[src/rtl/spi_master_shift_engine_defines.svh]
// ----------------------------------------------------------------------------
// spi master shift engine assertion macros
// concurrent checks clocked on clk_i and disabled while rst_ni is low
// ----------------------------------------------------------------------------
`ifndef SPI_MASTER_SHIFT_ENGINE_DEFINES_SVH
`define SPI_MASTER_SHIFT_ENGINE_DEFINES_SVH

// property must hold at every rising clock edge out of reset
`define SPSE_ASSERT(lbl_, prop_) \
  lbl_: assert property (@(posedge clk_i) disable iff (!rst_ni) (prop_)) \
    else $error("spse check failed");

// expression must never be true out of reset
`define SPSE_ASSERT_NEVER(lbl_, expr_) \
  lbl_: assert property (@(posedge clk_i) disable iff (!rst_ni) !(expr_)) \
    else $error("spse forbidden condition");

`endif

[src/rtl/spse_pkg.sv]
// ----------------------------------------------------------------------------
// spse_pkg
// shared types and constants of the spi master shift engine
// ----------------------------------------------------------------------------
package spse_pkg;

  localparam int MaxFrameBits = 16;
  localparam int BitsW        = $clog2(MaxFrameBits + 1);
  localparam int IdxW         = $clog2(MaxFrameBits);
  localparam int WordW        = 16;
  localparam int ModeW        = 2;
  localparam int FrameW       = 5;
  localparam int HalfW        = 16;
  localparam int CfgIdxW      = 2;
  localparam int CfgDataW     = 16;
  localparam int QueueDepth   = 2;

  localparam logic [FrameW-1:0] FrameBitsRst = 5'd8;
  localparam logic [HalfW-1:0]  HalfRst      = 16'd5;

  typedef enum logic {
    OpStart = 1'b0,
    OpTick  = 1'b1
  } op_e;

  typedef enum logic [CfgIdxW-1:0] {
    CfgSpiMode    = 2'd0,
    CfgFrameBits  = 2'd1,
    CfgHalfPeriod = 2'd2
  } cfg_reg_e;

  typedef logic [MaxFrameBits-1:0] shift_t;

  typedef struct packed {
    logic             is_start;
    logic [WordW-1:0] tx_word;
    logic             miso;
  } cmd_t;

  typedef struct packed {
    logic [ModeW-1:0]  spi_mode;
    logic [FrameW-1:0] frame_bits;
    logic [HalfW-1:0]  half_period;
  } cfg_t;

  typedef struct packed {
    logic             sclk;
    logic             mosi;
    logic             cs_n;
    logic             busy;
    logic             done;
    logic [WordW-1:0] rx_word;
  } res_t;

endpackage

[src/rtl/spse_if.sv]
// ----------------------------------------------------------------------------
// spse channel interfaces
// valid/ready channels for input words and result words
// ----------------------------------------------------------------------------
interface spse_in_if;
  logic                       valid;
  logic                       ready;
  logic                       op;
  logic [spse_pkg::WordW-1:0] tx_word;
  logic                       miso_level;

  modport source (output valid, op, tx_word, miso_level, input ready);
  modport sink   (input valid, op, tx_word, miso_level, output ready);
endinterface

interface spse_out_if;
  logic                       valid;
  logic                       ready;
  logic                       sclk_level;
  logic                       mosi_level;
  logic                       cs_n_level;
  logic                       busy_flag;
  logic                       frame_done;
  logic [spse_pkg::WordW-1:0] rx_word;

  modport source (output valid, sclk_level, mosi_level, cs_n_level, busy_flag,
                  frame_done, rx_word, input ready);
  modport sink   (input valid, sclk_level, mosi_level, cs_n_level, busy_flag,
                  frame_done, rx_word, output ready);
endinterface

[src/rtl/spse_front.sv]
// ----------------------------------------------------------------------------
// spse_front
// registers incoming words and classifies them as frame start or tick
// ----------------------------------------------------------------------------
module spse_front (
  input  logic            clk_i,
  input  logic            rst_ni,
  spse_in_if.sink         in_i,
  output logic            push_o,
  output spse_pkg::cmd_t  cmd_o,
  input  logic            push_ready_i
);

  logic           valid_q, valid_d;
  spse_pkg::cmd_t cmd_q, cmd_d;
  logic           accept;

  assign in_i.ready = !valid_q || push_ready_i;
  assign accept     = in_i.valid && in_i.ready;
  assign push_o     = valid_q;
  assign cmd_o      = cmd_q;

  always_comb begin
    valid_d = valid_q;
    cmd_d   = cmd_q;
    if (accept) begin
      valid_d          = 1'b1;
      cmd_d.is_start   = (in_i.op == spse_pkg::OpStart);
      cmd_d.tx_word    = in_i.tx_word;
      cmd_d.miso       = in_i.miso_level;
    end else if (push_ready_i) begin
      valid_d = 1'b0;
    end
  end

  always_ff @(posedge clk_i or negedge rst_ni) begin
    if (!rst_ni) begin
      valid_q <= 1'b0;
    end else begin
      valid_q <= valid_d;
    end
  end

  always_ff @(posedge clk_i) begin
    cmd_q <= cmd_d;
  end

endmodule

[src/rtl/spse_queue.sv]
// ----------------------------------------------------------------------------
// spse_queue
// short fifo of classified words between front and back
// ----------------------------------------------------------------------------
module spse_queue (
  input  logic            clk_i,
  input  logic            rst_ni,
  input  logic            push_i,
  input  spse_pkg::cmd_t  cmd_i,
  output logic            push_ready_o,
  output logic            pop_valid_o,
  output spse_pkg::cmd_t  cmd_o,
  input  logic            pop_i
);

  localparam int Depth  = spse_pkg::QueueDepth;
  localparam int PtrW   = (Depth > 1) ? $clog2(Depth) : 1;
  localparam int CountW = $clog2(Depth + 1);

  spse_pkg::cmd_t    mem_q [Depth];
  logic [PtrW-1:0]   wr_ptr_q, wr_ptr_d;
  logic [PtrW-1:0]   rd_ptr_q, rd_ptr_d;
  logic [CountW-1:0] count_q, count_d;
  logic              do_push, do_pop;

  assign push_ready_o = (count_q != CountW'(Depth));
  assign pop_valid_o  = (count_q != '0);
  assign do_push      = push_i && push_ready_o;
  assign do_pop       = pop_i && pop_valid_o;
  assign cmd_o        = mem_q[rd_ptr_q];

  always_comb begin
    wr_ptr_d = wr_ptr_q;
    rd_ptr_d = rd_ptr_q;
    count_d  = count_q;
    if (do_push) begin
      wr_ptr_d = (wr_ptr_q == PtrW'(Depth - 1)) ? '0 : wr_ptr_q + 1'b1;
    end
    if (do_pop) begin
      rd_ptr_d = (rd_ptr_q == PtrW'(Depth - 1)) ? '0 : rd_ptr_q + 1'b1;
    end
    if (do_push && !do_pop) begin
      count_d = count_q + 1'b1;
    end else if (do_pop && !do_push) begin
      count_d = count_q - 1'b1;
    end
  end

  always_ff @(posedge clk_i or negedge rst_ni) begin
    if (!rst_ni) begin
      wr_ptr_q <= '0;
      rd_ptr_q <= '0;
      count_q  <= '0;
    end else begin
      wr_ptr_q <= wr_ptr_d;
      rd_ptr_q <= rd_ptr_d;
      count_q  <= count_d;
    end
  end

  always_ff @(posedge clk_i) begin
    if (do_push) begin
      mem_q[wr_ptr_q] <= cmd_i;
    end
  end

endmodule

[src/rtl/spse_back.sv]
// ----------------------------------------------------------------------------
// spse_back
// runs the spi frame state per word and holds the result word register
// ----------------------------------------------------------------------------
`include "spi_master_shift_engine_defines.svh"

module spse_back (
  input  logic            clk_i,
  input  logic            rst_ni,
  input  spse_pkg::cfg_t  cfg_i,
  input  logic            cmd_valid_i,
  input  spse_pkg::cmd_t  cmd_i,
  output logic            pop_o,
  spse_out_if.source      out_o
);

  localparam int Mfb   = spse_pkg::MaxFrameBits;
  localparam int BitsW = spse_pkg::BitsW;
  localparam int IdxW  = spse_pkg::IdxW;
  localparam int HalfW = spse_pkg::HalfW;

  spse_pkg::shift_t   tx_q, tx_d, rx_q, rx_d;
  logic [BitsW-1:0]   bits_q, bits_d;
  logic [HalfW-1:0]   tick_q, tick_d;
  logic               second_q, second_d;
  logic               active_q, active_d;
  logic               sclk_q, sclk_d;
  logic               dout_q, dout_d;
  logic               out_valid_q, out_valid_d;
  spse_pkg::res_t     res_q, res_d;

  logic               pop;
  logic               done;
  logic               cpol, cpha;
  logic [BitsW-1:0]   n_bits;
  logic [BitsW-1:0]   bits_dec;
  logic [IdxW-1:0]    top_idx;
  logic [HalfW-1:0]   hp, tick_inc;
  spse_pkg::shift_t   mask, ones, load_val, tx_shifted, rx_shifted;
  logic [31:0]        tx_wide, rx_wide;

  assign pop   = cmd_valid_i && (!out_valid_q || out_o.ready);
  assign pop_o = pop;
  assign cpol  = cfg_i.spi_mode[1];
  assign cpha  = cfg_i.spi_mode[0];

  // frame length saturated to the supported range
  always_comb begin
    if (cfg_i.frame_bits == '0) begin
      n_bits = BitsW'(1);
    end else if (32'(cfg_i.frame_bits) > Mfb) begin
      n_bits = BitsW'(Mfb);
    end else begin
      n_bits = BitsW'(cfg_i.frame_bits);
    end
  end

  assign top_idx    = IdxW'(n_bits - 1'b1);
  assign ones       = '1;
  assign mask       = ~(ones << n_bits);
  assign hp         = (cfg_i.half_period == '0) ? HalfW'(1) : cfg_i.half_period;
  assign tick_inc   = tick_q + 1'b1;
  assign tx_wide    = 32'(cmd_i.tx_word);
  assign load_val   = tx_wide[Mfb-1:0] & mask;
  assign tx_shifted = (tx_q << 1) & mask;
  assign rx_shifted = ((rx_q << 1) | spse_pkg::shift_t'(cmd_i.miso)) & mask;

  always_comb begin
    tx_d     = tx_q;
    rx_d     = rx_q;
    bits_d   = bits_q;
    tick_d   = tick_q;
    second_d = second_q;
    active_d = active_q;
    sclk_d   = sclk_q;
    dout_d   = dout_q;
    done     = 1'b0;
    bits_dec = bits_q;
    if (pop) begin
      if (cmd_i.is_start) begin
        // a start during a frame is dropped
        if (!active_q) begin
          active_d = 1'b1;
          tx_d     = load_val;
          rx_d     = '0;
          bits_d   = n_bits;
          tick_d   = '0;
          second_d = 1'b0;
          sclk_d   = cpol;
          if (!cpha) begin
            dout_d = load_val[top_idx];
          end
        end
      end else if (!active_q) begin
        sclk_d = cpol;
      end else begin
        tick_d = tick_inc;
        if (tick_inc >= hp) begin
          tick_d = '0;
          if (!second_q) begin
            // leading edge
            sclk_d = ~cpol;
            if (!cpha) begin
              rx_d = rx_shifted;
            end else begin
              dout_d = tx_q[top_idx];
              tx_d   = tx_shifted;
            end
            second_d = 1'b1;
          end else begin
            // trailing edge
            sclk_d = cpol;
            if (!cpha) begin
              tx_d = tx_shifted;
            end else begin
              rx_d = rx_shifted;
            end
            if (bits_q != '0) begin
              bits_dec = bits_q - 1'b1;
            end
            bits_d = bits_dec;
            if (!cpha && bits_dec != '0) begin
              dout_d = tx_shifted[top_idx];
            end
            second_d = 1'b0;
            if (bits_dec == '0) begin
              active_d = 1'b0;
              done     = 1'b1;
            end
          end
        end
      end
    end
  end

  assign rx_wide = 32'(rx_d);

  always_comb begin
    out_valid_d   = out_valid_q;
    res_d         = res_q;
    if (pop) begin
      out_valid_d   = 1'b1;
      res_d.sclk    = sclk_d;
      res_d.mosi    = dout_d;
      res_d.cs_n    = ~active_d;
      res_d.busy    = active_d;
      res_d.done    = done;
      res_d.rx_word = done ? rx_wide[spse_pkg::WordW-1:0] : '0;
    end else if (out_o.ready) begin
      out_valid_d = 1'b0;
    end
  end

  always_ff @(posedge clk_i or negedge rst_ni) begin
    if (!rst_ni) begin
      tx_q        <= '0;
      rx_q        <= '0;
      bits_q      <= '0;
      tick_q      <= '0;
      second_q    <= 1'b0;
      active_q    <= 1'b0;
      sclk_q      <= 1'b0;
      dout_q      <= 1'b0;
      out_valid_q <= 1'b0;
    end else begin
      tx_q        <= tx_d;
      rx_q        <= rx_d;
      bits_q      <= bits_d;
      tick_q      <= tick_d;
      second_q    <= second_d;
      active_q    <= active_d;
      sclk_q      <= sclk_d;
      dout_q      <= dout_d;
      out_valid_q <= out_valid_d;
    end
  end

  always_ff @(posedge clk_i) begin
    res_q <= res_d;
  end

  assign out_o.valid      = out_valid_q;
  assign out_o.sclk_level = res_q.sclk;
  assign out_o.mosi_level = res_q.mosi;
  assign out_o.cs_n_level = res_q.cs_n;
  assign out_o.busy_flag  = res_q.busy;
  assign out_o.frame_done = res_q.done;
  assign out_o.rx_word    = res_q.rx_word;

  `SPSE_ASSERT(a_active_has_bits, active_q |-> (bits_q != '0))
  `SPSE_ASSERT(a_idle_timer_clear, !active_q |-> ((tick_q == '0) && !second_q))
  `SPSE_ASSERT(a_done_ends_frame, (pop && done) |=> (!active_q && out_valid_q && res_q.done))
  `SPSE_ASSERT_NEVER(a_done_while_busy, out_valid_q && res_q.done && res_q.busy)

endmodule

[src/rtl/spi_master_shift_engine.sv]
// ----------------------------------------------------------------------------
// spi_master_shift_engine
// spi master, modes 0 to 3, msb first, driven by start and tick words
// ----------------------------------------------------------------------------
// channel  | dir | content
// in_i     | in  | op, tx_word, miso_level
// out_o    | out | sclk_level, mosi_level, cs_n_level, busy_flag, frame_done, rx_word
// cfg_*    | in  | spi_mode, frame_bits, half_period_ticks register writes
//
// one word per clock sustained while out_o does not stall; a word passes the input
// register, the fifo and the result register on its way to out_o
// the frame state updates as a word leaves the fifo
// out_o stalls fill the two-entry fifo before in_i.ready drops
// rst_ni clears all control state asynchronously; no clearing pass
// ----------------------------------------------------------------------------
module spi_master_shift_engine (
  input  logic                          clk_i,
  input  logic                          rst_ni,
  spse_in_if.sink                       in_i,
  spse_out_if.source                    out_o,
  input  logic                          cfg_we_i,
  input  logic [spse_pkg::CfgIdxW-1:0]  cfg_idx_i,
  input  logic [spse_pkg::CfgDataW-1:0] cfg_data_i
);

  spse_pkg::cfg_t cfg_q, cfg_d;
  logic           push, push_ready, q_valid, pop;
  spse_pkg::cmd_t front_cmd, q_cmd;

  always_comb begin
    cfg_d = cfg_q;
    if (cfg_we_i) begin
      unique case (cfg_idx_i)
        spse_pkg::CfgSpiMode:    cfg_d.spi_mode    = cfg_data_i[spse_pkg::ModeW-1:0];
        spse_pkg::CfgFrameBits:  cfg_d.frame_bits  = cfg_data_i[spse_pkg::FrameW-1:0];
        spse_pkg::CfgHalfPeriod: cfg_d.half_period = cfg_data_i[spse_pkg::HalfW-1:0];
        default:                 cfg_d = cfg_q;
      endcase
    end
  end

  always_ff @(posedge clk_i or negedge rst_ni) begin
    if (!rst_ni) begin
      cfg_q.spi_mode    <= '0;
      cfg_q.frame_bits  <= spse_pkg::FrameBitsRst;
      cfg_q.half_period <= spse_pkg::HalfRst;
    end else begin
      cfg_q <= cfg_d;
    end
  end

  spse_front u_front (
    .clk_i        (clk_i),
    .rst_ni       (rst_ni),
    .in_i         (in_i),
    .push_o       (push),
    .cmd_o        (front_cmd),
    .push_ready_i (push_ready)
  );

  spse_queue u_queue (
    .clk_i        (clk_i),
    .rst_ni       (rst_ni),
    .push_i       (push),
    .cmd_i        (front_cmd),
    .push_ready_o (push_ready),
    .pop_valid_o  (q_valid),
    .cmd_o        (q_cmd),
    .pop_i        (pop)
  );

  spse_back u_back (
    .clk_i       (clk_i),
    .rst_ni      (rst_ni),
    .cfg_i       (cfg_q),
    .cmd_valid_i (q_valid),
    .cmd_i       (q_cmd),
    .pop_o       (pop),
    .out_o       (out_o)
  );

endmodule

[src/flat_wrapper.sv]
// flat-port wrapper written by rule: the top's interface ports become plain ports
module spi_master_shift_engine_flat 
  (clk_i, rst_ni, cfg_we_i, cfg_idx_i, cfg_data_i, in_i_valid, in_i_op, in_i_tx_word, in_i_miso_level, in_i_ready, out_o_valid, out_o_sclk_level, out_o_mosi_level, out_o_cs_n_level, out_o_busy_flag, out_o_frame_done, out_o_rx_word, out_o_ready);
  spse_in_if in_i_i ();
  spse_out_if out_o_i ();
  input  logic clk_i;
  input  logic rst_ni;
  input  logic cfg_we_i;
  input  logic [spse_pkg::CfgIdxW-1:0] cfg_idx_i;
  input  logic [spse_pkg::CfgDataW-1:0] cfg_data_i;
  input wire logic [$bits(in_i_i.valid)-1:0] in_i_valid;
  input wire logic [$bits(in_i_i.op)-1:0] in_i_op;
  input wire logic [$bits(in_i_i.tx_word)-1:0] in_i_tx_word;
  input wire logic [$bits(in_i_i.miso_level)-1:0] in_i_miso_level;
  output wire logic [$bits(in_i_i.ready)-1:0] in_i_ready;
  output wire logic [$bits(out_o_i.valid)-1:0] out_o_valid;
  output wire logic [$bits(out_o_i.sclk_level)-1:0] out_o_sclk_level;
  output wire logic [$bits(out_o_i.mosi_level)-1:0] out_o_mosi_level;
  output wire logic [$bits(out_o_i.cs_n_level)-1:0] out_o_cs_n_level;
  output wire logic [$bits(out_o_i.busy_flag)-1:0] out_o_busy_flag;
  output wire logic [$bits(out_o_i.frame_done)-1:0] out_o_frame_done;
  output wire logic [$bits(out_o_i.rx_word)-1:0] out_o_rx_word;
  input wire logic [$bits(out_o_i.ready)-1:0] out_o_ready;
  assign in_i_i.valid = in_i_valid;
  assign in_i_i.op = in_i_op;
  assign in_i_i.tx_word = in_i_tx_word;
  assign in_i_i.miso_level = in_i_miso_level;
  assign in_i_ready = in_i_i.ready;
  assign out_o_valid = out_o_i.valid;
  assign out_o_sclk_level = out_o_i.sclk_level;
  assign out_o_mosi_level = out_o_i.mosi_level;
  assign out_o_cs_n_level = out_o_i.cs_n_level;
  assign out_o_busy_flag = out_o_i.busy_flag;
  assign out_o_frame_done = out_o_i.frame_done;
  assign out_o_rx_word = out_o_i.rx_word;
  assign out_o_i.ready = out_o_ready;
  spi_master_shift_engine u_core (.clk_i(clk_i), .rst_ni(rst_ni), .in_i(in_i_i), .out_o(out_o_i), .cfg_we_i(cfg_we_i), .cfg_idx_i(cfg_idx_i), .cfg_data_i(cfg_data_i));
endmodule
[config.mk]
export PLATFORM = sky130hd
export DESIGN_NAME = spi_master_shift_engine_flat
export DESIGN_NICKNAME = d
export VERILOG_FILES = /design/src/rtl/spse_pkg.sv /design/src/rtl/spse_if.sv /design/src/rtl/spse_front.sv /design/src/rtl/spse_queue.sv /design/src/rtl/spse_back.sv /design/src/rtl/spi_master_shift_engine.sv /design/src/flat_wrapper.sv
export VERILOG_INCLUDE_DIRS = /design/src /design/src/rtl
export SDC_FILE = /design/constraint.sdc
export NUM_CORES = 1
export LEC_CHECK = 0
export ABC_CLOCK_PERIOD_IN_PS = 4590
export BUFFER_PORTS_ARGS = -buffer_cell sky130_fd_sc_hd__buf_4
export CORE_MARGIN = 8
export CORE_UTILIZATION = 45
export DETAILED_ROUTE_END_ITERATION = 10
export PLACE_DENSITY = 0.65
export SYNTH_ARGS = -nofsm -noshare
export SYNTH_HDL_FRONTEND = slang
export SYNTH_SLANG_ARGS = --single-unit
[constraint.sdc]
create_clock -name clk_i -period 4.59 [get_ports clk_i]
set_input_delay 0.6885 -clock clk_i [delete_from_list [all_inputs] [get_ports clk_i]]
set_output_delay 0.6885 -clock clk_i [all_outputs]
set_load 0.02 [all_outputs]
Word-level counts from Yosys, hierarchy flattened
Memory sizes are Yosys's and may differ from the RTL's.
Index checks and enable logic that the tools add are counted.
{"block": "totals", "regBits": 125, "latchBits": 0, "ram_bits": 36, "romBits": 0, "inputBits": 41, "output_inout_bits": 23, "elab_cells": 166, "memories": 1}
{"block": "op_classes", "add_sub_neg": 7, "mul": 0, "n_div": 0, "n_lt_le_gt_ge": 3, "eq_ne": 5, "n_shift": 1, "n_mux": 81, "n_bitwise": 8, "reduce_logical": 35}
{"memory": "u_core.u_queue.mem_q", "words": 2, "width": 18, "rd": 1, "rd_clocked_by_memory_dff": 0, "write_ports": 1, "line": "spse_queue.sv:20", "source": "spse_pkg::cmd_t mem_q [Depth];"}
{"cell": "$mux 16", "n": 20}
{"cell": "$mux 5", "n": 13}
{"cell": "$and 16x16->16", "n": 3}
{"cell": "$mux 1", "n": 43}
{"cell": "$add 16x1->16 const B", "n": 1}
{"cell": "$ge 16x16->1", "n": 1}
{"cell": "$logic_not 16->1", "n": 1}
{"cell": "$not 16->16", "n": 1}
{"cell": "$or 16x1->16", "n": 1}
{"cell": "$shl 16x5->16 const A", "n": 1}
{"cell": "$reduce_bool 2->1", "n": 7}
{"cell": "$bmux 1 s4", "n": 3}
{"cell": "$logic_not 5->1", "n": 2}
{"cell": "$reduce_bool 5->1", "n": 2}
{"cell": "$logic_and 1x1->1", "n": 7}
{"cell": "$reduce_and 2->1", "n": 3}
{"cell": "$reduce_and 6->1", "n": 1}
{"cell": "$gt 5x5->1 const B", "n": 1}
{"cell": "$logic_not 1->1", "n": 5}
{"cell": "$lt 4x5->1 const B", "n": 1}
{"cell": "$reduce_and 5->1", "n": 1}
{"cell": "$sub 5x1->5 const B", "n": 1}
{"cell": "$mux 2", "n": 2}
{"cell": "$ne 2x2->1 const B", "n": 2}
{"cell": "other kinds (13)", "n": 17}

Longest topological paths before layout
{"block": "logic_depth", "depth_word": 15, "mapped_depth": 16, "ltp_nobuf": 14}

By module
A second synthesis with hierarchy kept.
{"block": "unflattened", "hier_cells": 726, "hier_area_um2": 8369.3}
{"mod": "spse_back", "instances": 1, "cells_per_inst": 579, "area_per_inst_um2": 5306.3}
{"mod": "spse_queue", "instances": 1, "cells_per_inst": 74, "area_per_inst_um2": 1542.7}
{"mod": "spi_master_shift_engine", "instances": 1, "cells_per_inst": 50, "area_per_inst_um2": 922.1}
{"mod": "spse_front", "instances": 1, "cells_per_inst": 23, "area_per_inst_um2": 598.1}

Worst setup path after synthesis
No wires, ideal clock.
{"block": "synth_timing", "path_kind": "register to register", "startpoint": "register u_core.u_back.tick_q[2]", "endpoint": "register u_core.u_back.res_q, in the netlist u_core.u_back.out_o.rx_word[15], data pin", "setup_time_ps": 256, "arrival_ps": 3036, "required_ps": 4334, "slack_ps": 1298, "stages_incl_launch_ff": 16, "n_path_buf": 2, "cell_sequence": "dfrtp_1 -> and2_1 -> and4_1 -> and4_1 -> clkbuf_1 -> nand3_1 -> xnor2_1 -> ha_1 -> a21o_1 -> a21o_1 -> a21oi_1 -> o21ai_2 -> and3_1 -> buf_2 -> a32o_1 -> nor2b_1"}
{"block": "synth_via", "elab_chain_cells": 6}
{"item": "from (decl)", "line": "spse_back.sv:24", "source": "logic [HalfW-1:0] tick_q, tick_d;"}
{"item": "from (signal assigned)", "line": "spse_back.sv:169", "source": "tick_q <= tick_d;"}
{"item": "$add 16x1->16", "line": "spse_back.sv:62", "source": "assign tick_inc = tick_q + 1'b1;"}
{"item": "$ge 16x16->1", "line": "spse_back.sv:98", "source": "if (tick_inc >= hp) begin"}
{"item": "$mux 16", "line": "spse_back.sv:98"}
{"item": "$mux 16", "line": "spse_back.sv:94", "source": "end else if (!active_q) begin"}
{"item": "$mux 16", "line": "spse_back.sv:80", "source": "if (cmd_i.is_start) begin"}
{"item": "$mux 16", "line": "spse_back.sv:79", "source": "if (pop) begin"}
{"item": "via u_core.u_back.rx_d[15]", "line": "spse_back.sv:22", "source": "spse_pkg::shift_t tx_q, tx_d, rx_q, rx_d;"}
{"item": "to (signal assigned)", "line": "spse_back.sv:179", "source": "res_q <= res_d;"}
{"item": "to (decl)", "line": "spse_back.sv:30", "source": "spse_pkg::res_t res_q, res_d;"}
The timed path passes the listed nets, and every way through them passes these cells.
A chain may end at the register's enable or synchronous reset.

Worst setup path after layout
Same ends and word-level chain as after synthesis.

==> results by group <==
Logic synthesis
  – Area contributors post-synth: edfxtp_1, dfrtp_1, mux2_2
  – Synth area leader: edfxtp_1
  – Simple logic cell fraction of the synthesized area: 0.121
  – Synth top cells by count: dfrtp_1, edfxtp_1, nand2_1, nor2_1, mux2_2
  – Post-synthesis sequential area ratio: 0.542
  – Mux cell area share after synthesis: 0.0996
  – Yosys warns: 0
  – Main combinational cell family by area after synthesis: compound AO/OA/AOI/OAI gates
  – Most frequent cell after synthesis: dfrtp_1
  – Area share of fa/ha/maj cells after synthesis: 0.0323
  – Number of flops mapped to enable cells by yosys: 75
  – Synthesized instance count: between 600 and 700
  – Post-synth ARST share: 0.534
  – Syn Area/Cell: 12.0 sq um
  – XOR/XNOR Fraction of Synth Area: 0.0215
  – Ys flop type: dfrtp_1
  – Compound-Gate Fraction of Synth Area: 0.143
  – Mapped Nets: approximately 740
  – Post-synth cell types: 76
  – Mapped Area: slightly above 8000 sq um
  – Post-synth top area share: 0.277
  – Number of synthesized register bits: 161

Timing
  – Tmin final: 3750 ps
  – Worst Skew: between 9 and 10 ps
  – RSZ-0062 raised after global routing: false
  – # setup viols final: 0
  – Worst Max-Slew Pin Slew: approximately 830 ps
  – Hold Fails Final Rpt: 0
  – Slew margin rel.: 0.443
  – Period utilization: 0.816
  – Fin worst setup slack: 843 ps
  – Final Slew Violations: 0
  – Setup total negative slack: 0 ps
  – Fmax: roughly 0.27 GHz

Flow run
  – # Max-Cap Violations: 0

Power
  – Worst vdd ir: 0.347 mV
  – Internal power: ~3400 uW
  – Combinational share of power: 0.325
  – Final Total Pwr: 5240 uW
  – Leak pwr: 0.00386 uW
  – Clk pwr share: 0.267
  – Reg power frac: 0.408
  – Switching Fraction: 0.357
  – PD cells: 560 nW/um^2
  – Psw: 1870 uW

Floorplanning
  – Die Width: 150 microns
  – # IOs: 64
  – Core Box Area: 17800 sq um
  – Row count: 49
  – Starting Density: 0.456
  – Die area: 22600 sq um
  – Die Y: 150 microns

Global route
  – GR Layer Usage met2: 0.253
  – GR Util met1: 0.227
  – Grt met3 use: 0.0319
  – Gr usage total: 0.164
  – First-pass GRT wire length: around 29000 microns
  – Pin count of the biggest net entering global routing: between 60 and 70
  – Grt peak-use layer: met2
  – Grt ovf: 0
  – Initial antenna violation count: 0
  – Vias in the first global route: 5589

Final layout
  – Syn-to-layout area delta: 15.1%
  – Final #Nets: around 790
  – Final instance area: 9350 sq um
  – Finished Core Util: 0.524
  – Share of layout cells above drive strength 1: 0.247
  – Fill count: about 1500
  – Inserted Diodes: 0

Clock network
  – Worst skew pair latency: 420 ps
  – CTS buffer count: 17
  – Clock-pin slew on the worst setup and hold paths: 70 ps
  – Max clock buf depth: 2
  – Root Driver: clkbuf_16
  – Htree depth: 4
  – CTS tree: yes
  – Post-CTS setup-driven buffer insertion count: 0
  – Sink Count: between 150 and 200
  – CTS hold repair buffers: 0
  – Post-cts sizing count: 0

Critical path
  – Worst flop-to-flop path startpoint: u_core.u_back.tick_q[2]
  – Reg2Reg Setup Slack: roughly 840 ps
  – Reg-to-reg endpoint: u_core.u_back.out_o.rx_word[15]
  – Critical Path RT: 4750 ps
  – Crit Path Max Fanout: 16
  – Setup CP Type: reg2reg
  – Worst endpoint data arrival time: 3900 ps
  – Worst Setup End Kind: register
  – R2R depth: 14
  – Startpoint types: register

Route
  – Vias: 5604
  – Initial drt markers: approximately 390
  – WL/cell: 18.4 microns
  – Routed Wire Length: 17900 microns
  – DRC violations left: 0
  – Via density: roughly 5.8
  – Drt first pass iters: 5
  – ANT nets after route: 0

Place
  – Place WS: 878 ps
  – RePlAce Congestion: ~0.9
  – Post-DP HPWL: about 13000 microns
  – Placement Cell Area: 8770 sq um
  – Buffers on Ports: 63

Run status
  – Status: complete, no violations

Hold path
  – Worst Hold Class: in2async
[through the flow]
step / hold slack [ps] / std cells
6_report: 358 / 971
3_3_place_gp: 423 / 939
3_5_place_dp: 432 / 939
4_1_cts: 378 / 971
5_1_grt: 415 / 971
2_1_floorplan: 393 / 675
[critical path, stage by stage (launching register included)]
cell,delay [ps]
dfrtp_1,390
and2_1,190
and4_1,270
and4_1,300
nand3_1,160
xnor2_1,160
ha_1,310
a21o_1,180
a21o_1,160
a21oi_1,220
o21ai_2,100
buf_4,200
and3_1,340
a32o_1,350
nor2b_1,130
[power by group through the flow]
stage	Clock [uW]	Sequential, uW	Combinational [uW]
2_1_floorplan	0	2140	1210
3_3_place_gp	0	2150	1670
3_5_place_dp	0	2160	1710
4_1_cts	1430	2140	1710
5_1_grt	1490	2180	1870
6_report	1400	2140	1700
[routing by layer]
metal	vias up	part of all wire
met3	18	0.054
met4	0	0.012
met2	161	0.46
met5	-	0
li1	2648	-
met1	2777	0.47
[logic make-up (layout without fill, tap and decap cells)]
family / Yosys count / after routing
compound gates: 149 / 149
xor+xnor: 20 / 20
fa+ha+maj: 21 / 21
buf+inv: 71 / 138
flops: 161 / 161
mux: 66 / 66
simple gates: 187 / 187
[worst max path at each step]
stage | from | endpoint | slack [ps] | cells past startpoint
3_3_place_gp | u_core.u_back.tick_q[2] | u_core.u_back.out_o.rx_word[15] | 960 | 14
3_5_place_dp | u_core.u_back.tick_q[2] | u_core.u_back.out_o.rx_word[15] | 880 | 14
4_1_cts | u_core.u_back.tick_q[2] | u_core.u_back.out_o.rx_word[15] | 860 | 14
5_1_grt | u_core.u_back.tick_q[2] | u_core.u_back.out_o.rx_word[15] | 620 | 14
2_1_floorplan | u_core.u_back.tick_q[2] | u_core.u_back.out_o.rx_word[15] | 1300 | 15
6_report | u_core.u_back.tick_q[2] | u_core.u_back.out_o.rx_word[15] | 840 | 14
[cell type report]
cell class              instances  area, sq um  share of cell area
flip-flops and latches        161         4410               0.471
multi-input cells             443         3390               0.363
repair buffers                 74          556              0.0594
clock buffers                  19          443              0.0474
well taps                     229          287              0.0306
clock inverters                13          143              0.0152
inverters                      32          125              0.0134
[placed cells by master, fill, tap and decap left out, types with 4 or more instances in the layout]
| master | Yosys | final |
|---|---|---|
| a22o_1 | 16 | 16 |
| nand2b_1 | 9 | 9 |
| nor4_1 | 6 | 6 |
| mux2i_1 | 13 | 13 |
| xor2_1 | 6 | 6 |
| a31oi_1 | 9 | 9 |
| xnor2_1 | 14 | 14 |
| and2_1 | 4 | 4 |
| nand3_1 | 12 | 12 |
| edfxtp_1 | 75 | 75 |
| dfrtp_1 | 83 | 83 |
| nor2_1 | 45 | 45 |
| ha_1 | 21 | 21 |
| buf_4 | 0 | 74 |
| nor3_1 | 8 | 8 |
| inv_1 | 29 | 29 |
| o211ai_1 | 5 | 5 |
| mux2_2 | 40 | 40 |
| a21o_1 | 8 | 8 |
| nand2_1 | 52 | 52 |
| nor2b_1 | 6 | 6 |
| a32o_1 | 14 | 14 |
| nand3b_1 | 7 | 7 |
| clkinv_4 | 0 | 4 |
| a21oi_1 | 13 | 13 |
| nand4_1 | 6 | 6 |
| inv_6 | 1 | 6 |
| and3_1 | 6 | 6 |
| o21ai_0 | 20 | 20 |
| mux4_2 | 5 | 5 |
| a211oi_1 | 7 | 7 |
| clkbuf_16 | 0 | 17 |
| a22oi_1 | 4 | 4 |
| a32oi_1 | 14 | 14 |
| mux2_4 | 7 | 7 |
[state kept, by name (all words and copies together), names as in the netlist, 2 cells and up]
register / flops
u_core.u_queue.mem_q: 36
u_core.u_back.tick_q: 16
u_core.u_back.rx_q: 16
u_core.cfg_q: 23
u_core.u_back.bits_q: 5
u_core.u_front.cmd_o: 18
u_core.u_queue.count_q: 2
u_core.u_back.tx_q: 16
u_core.u_back.out_o.rx_word: 16
(Power assumes the default switching activity.)
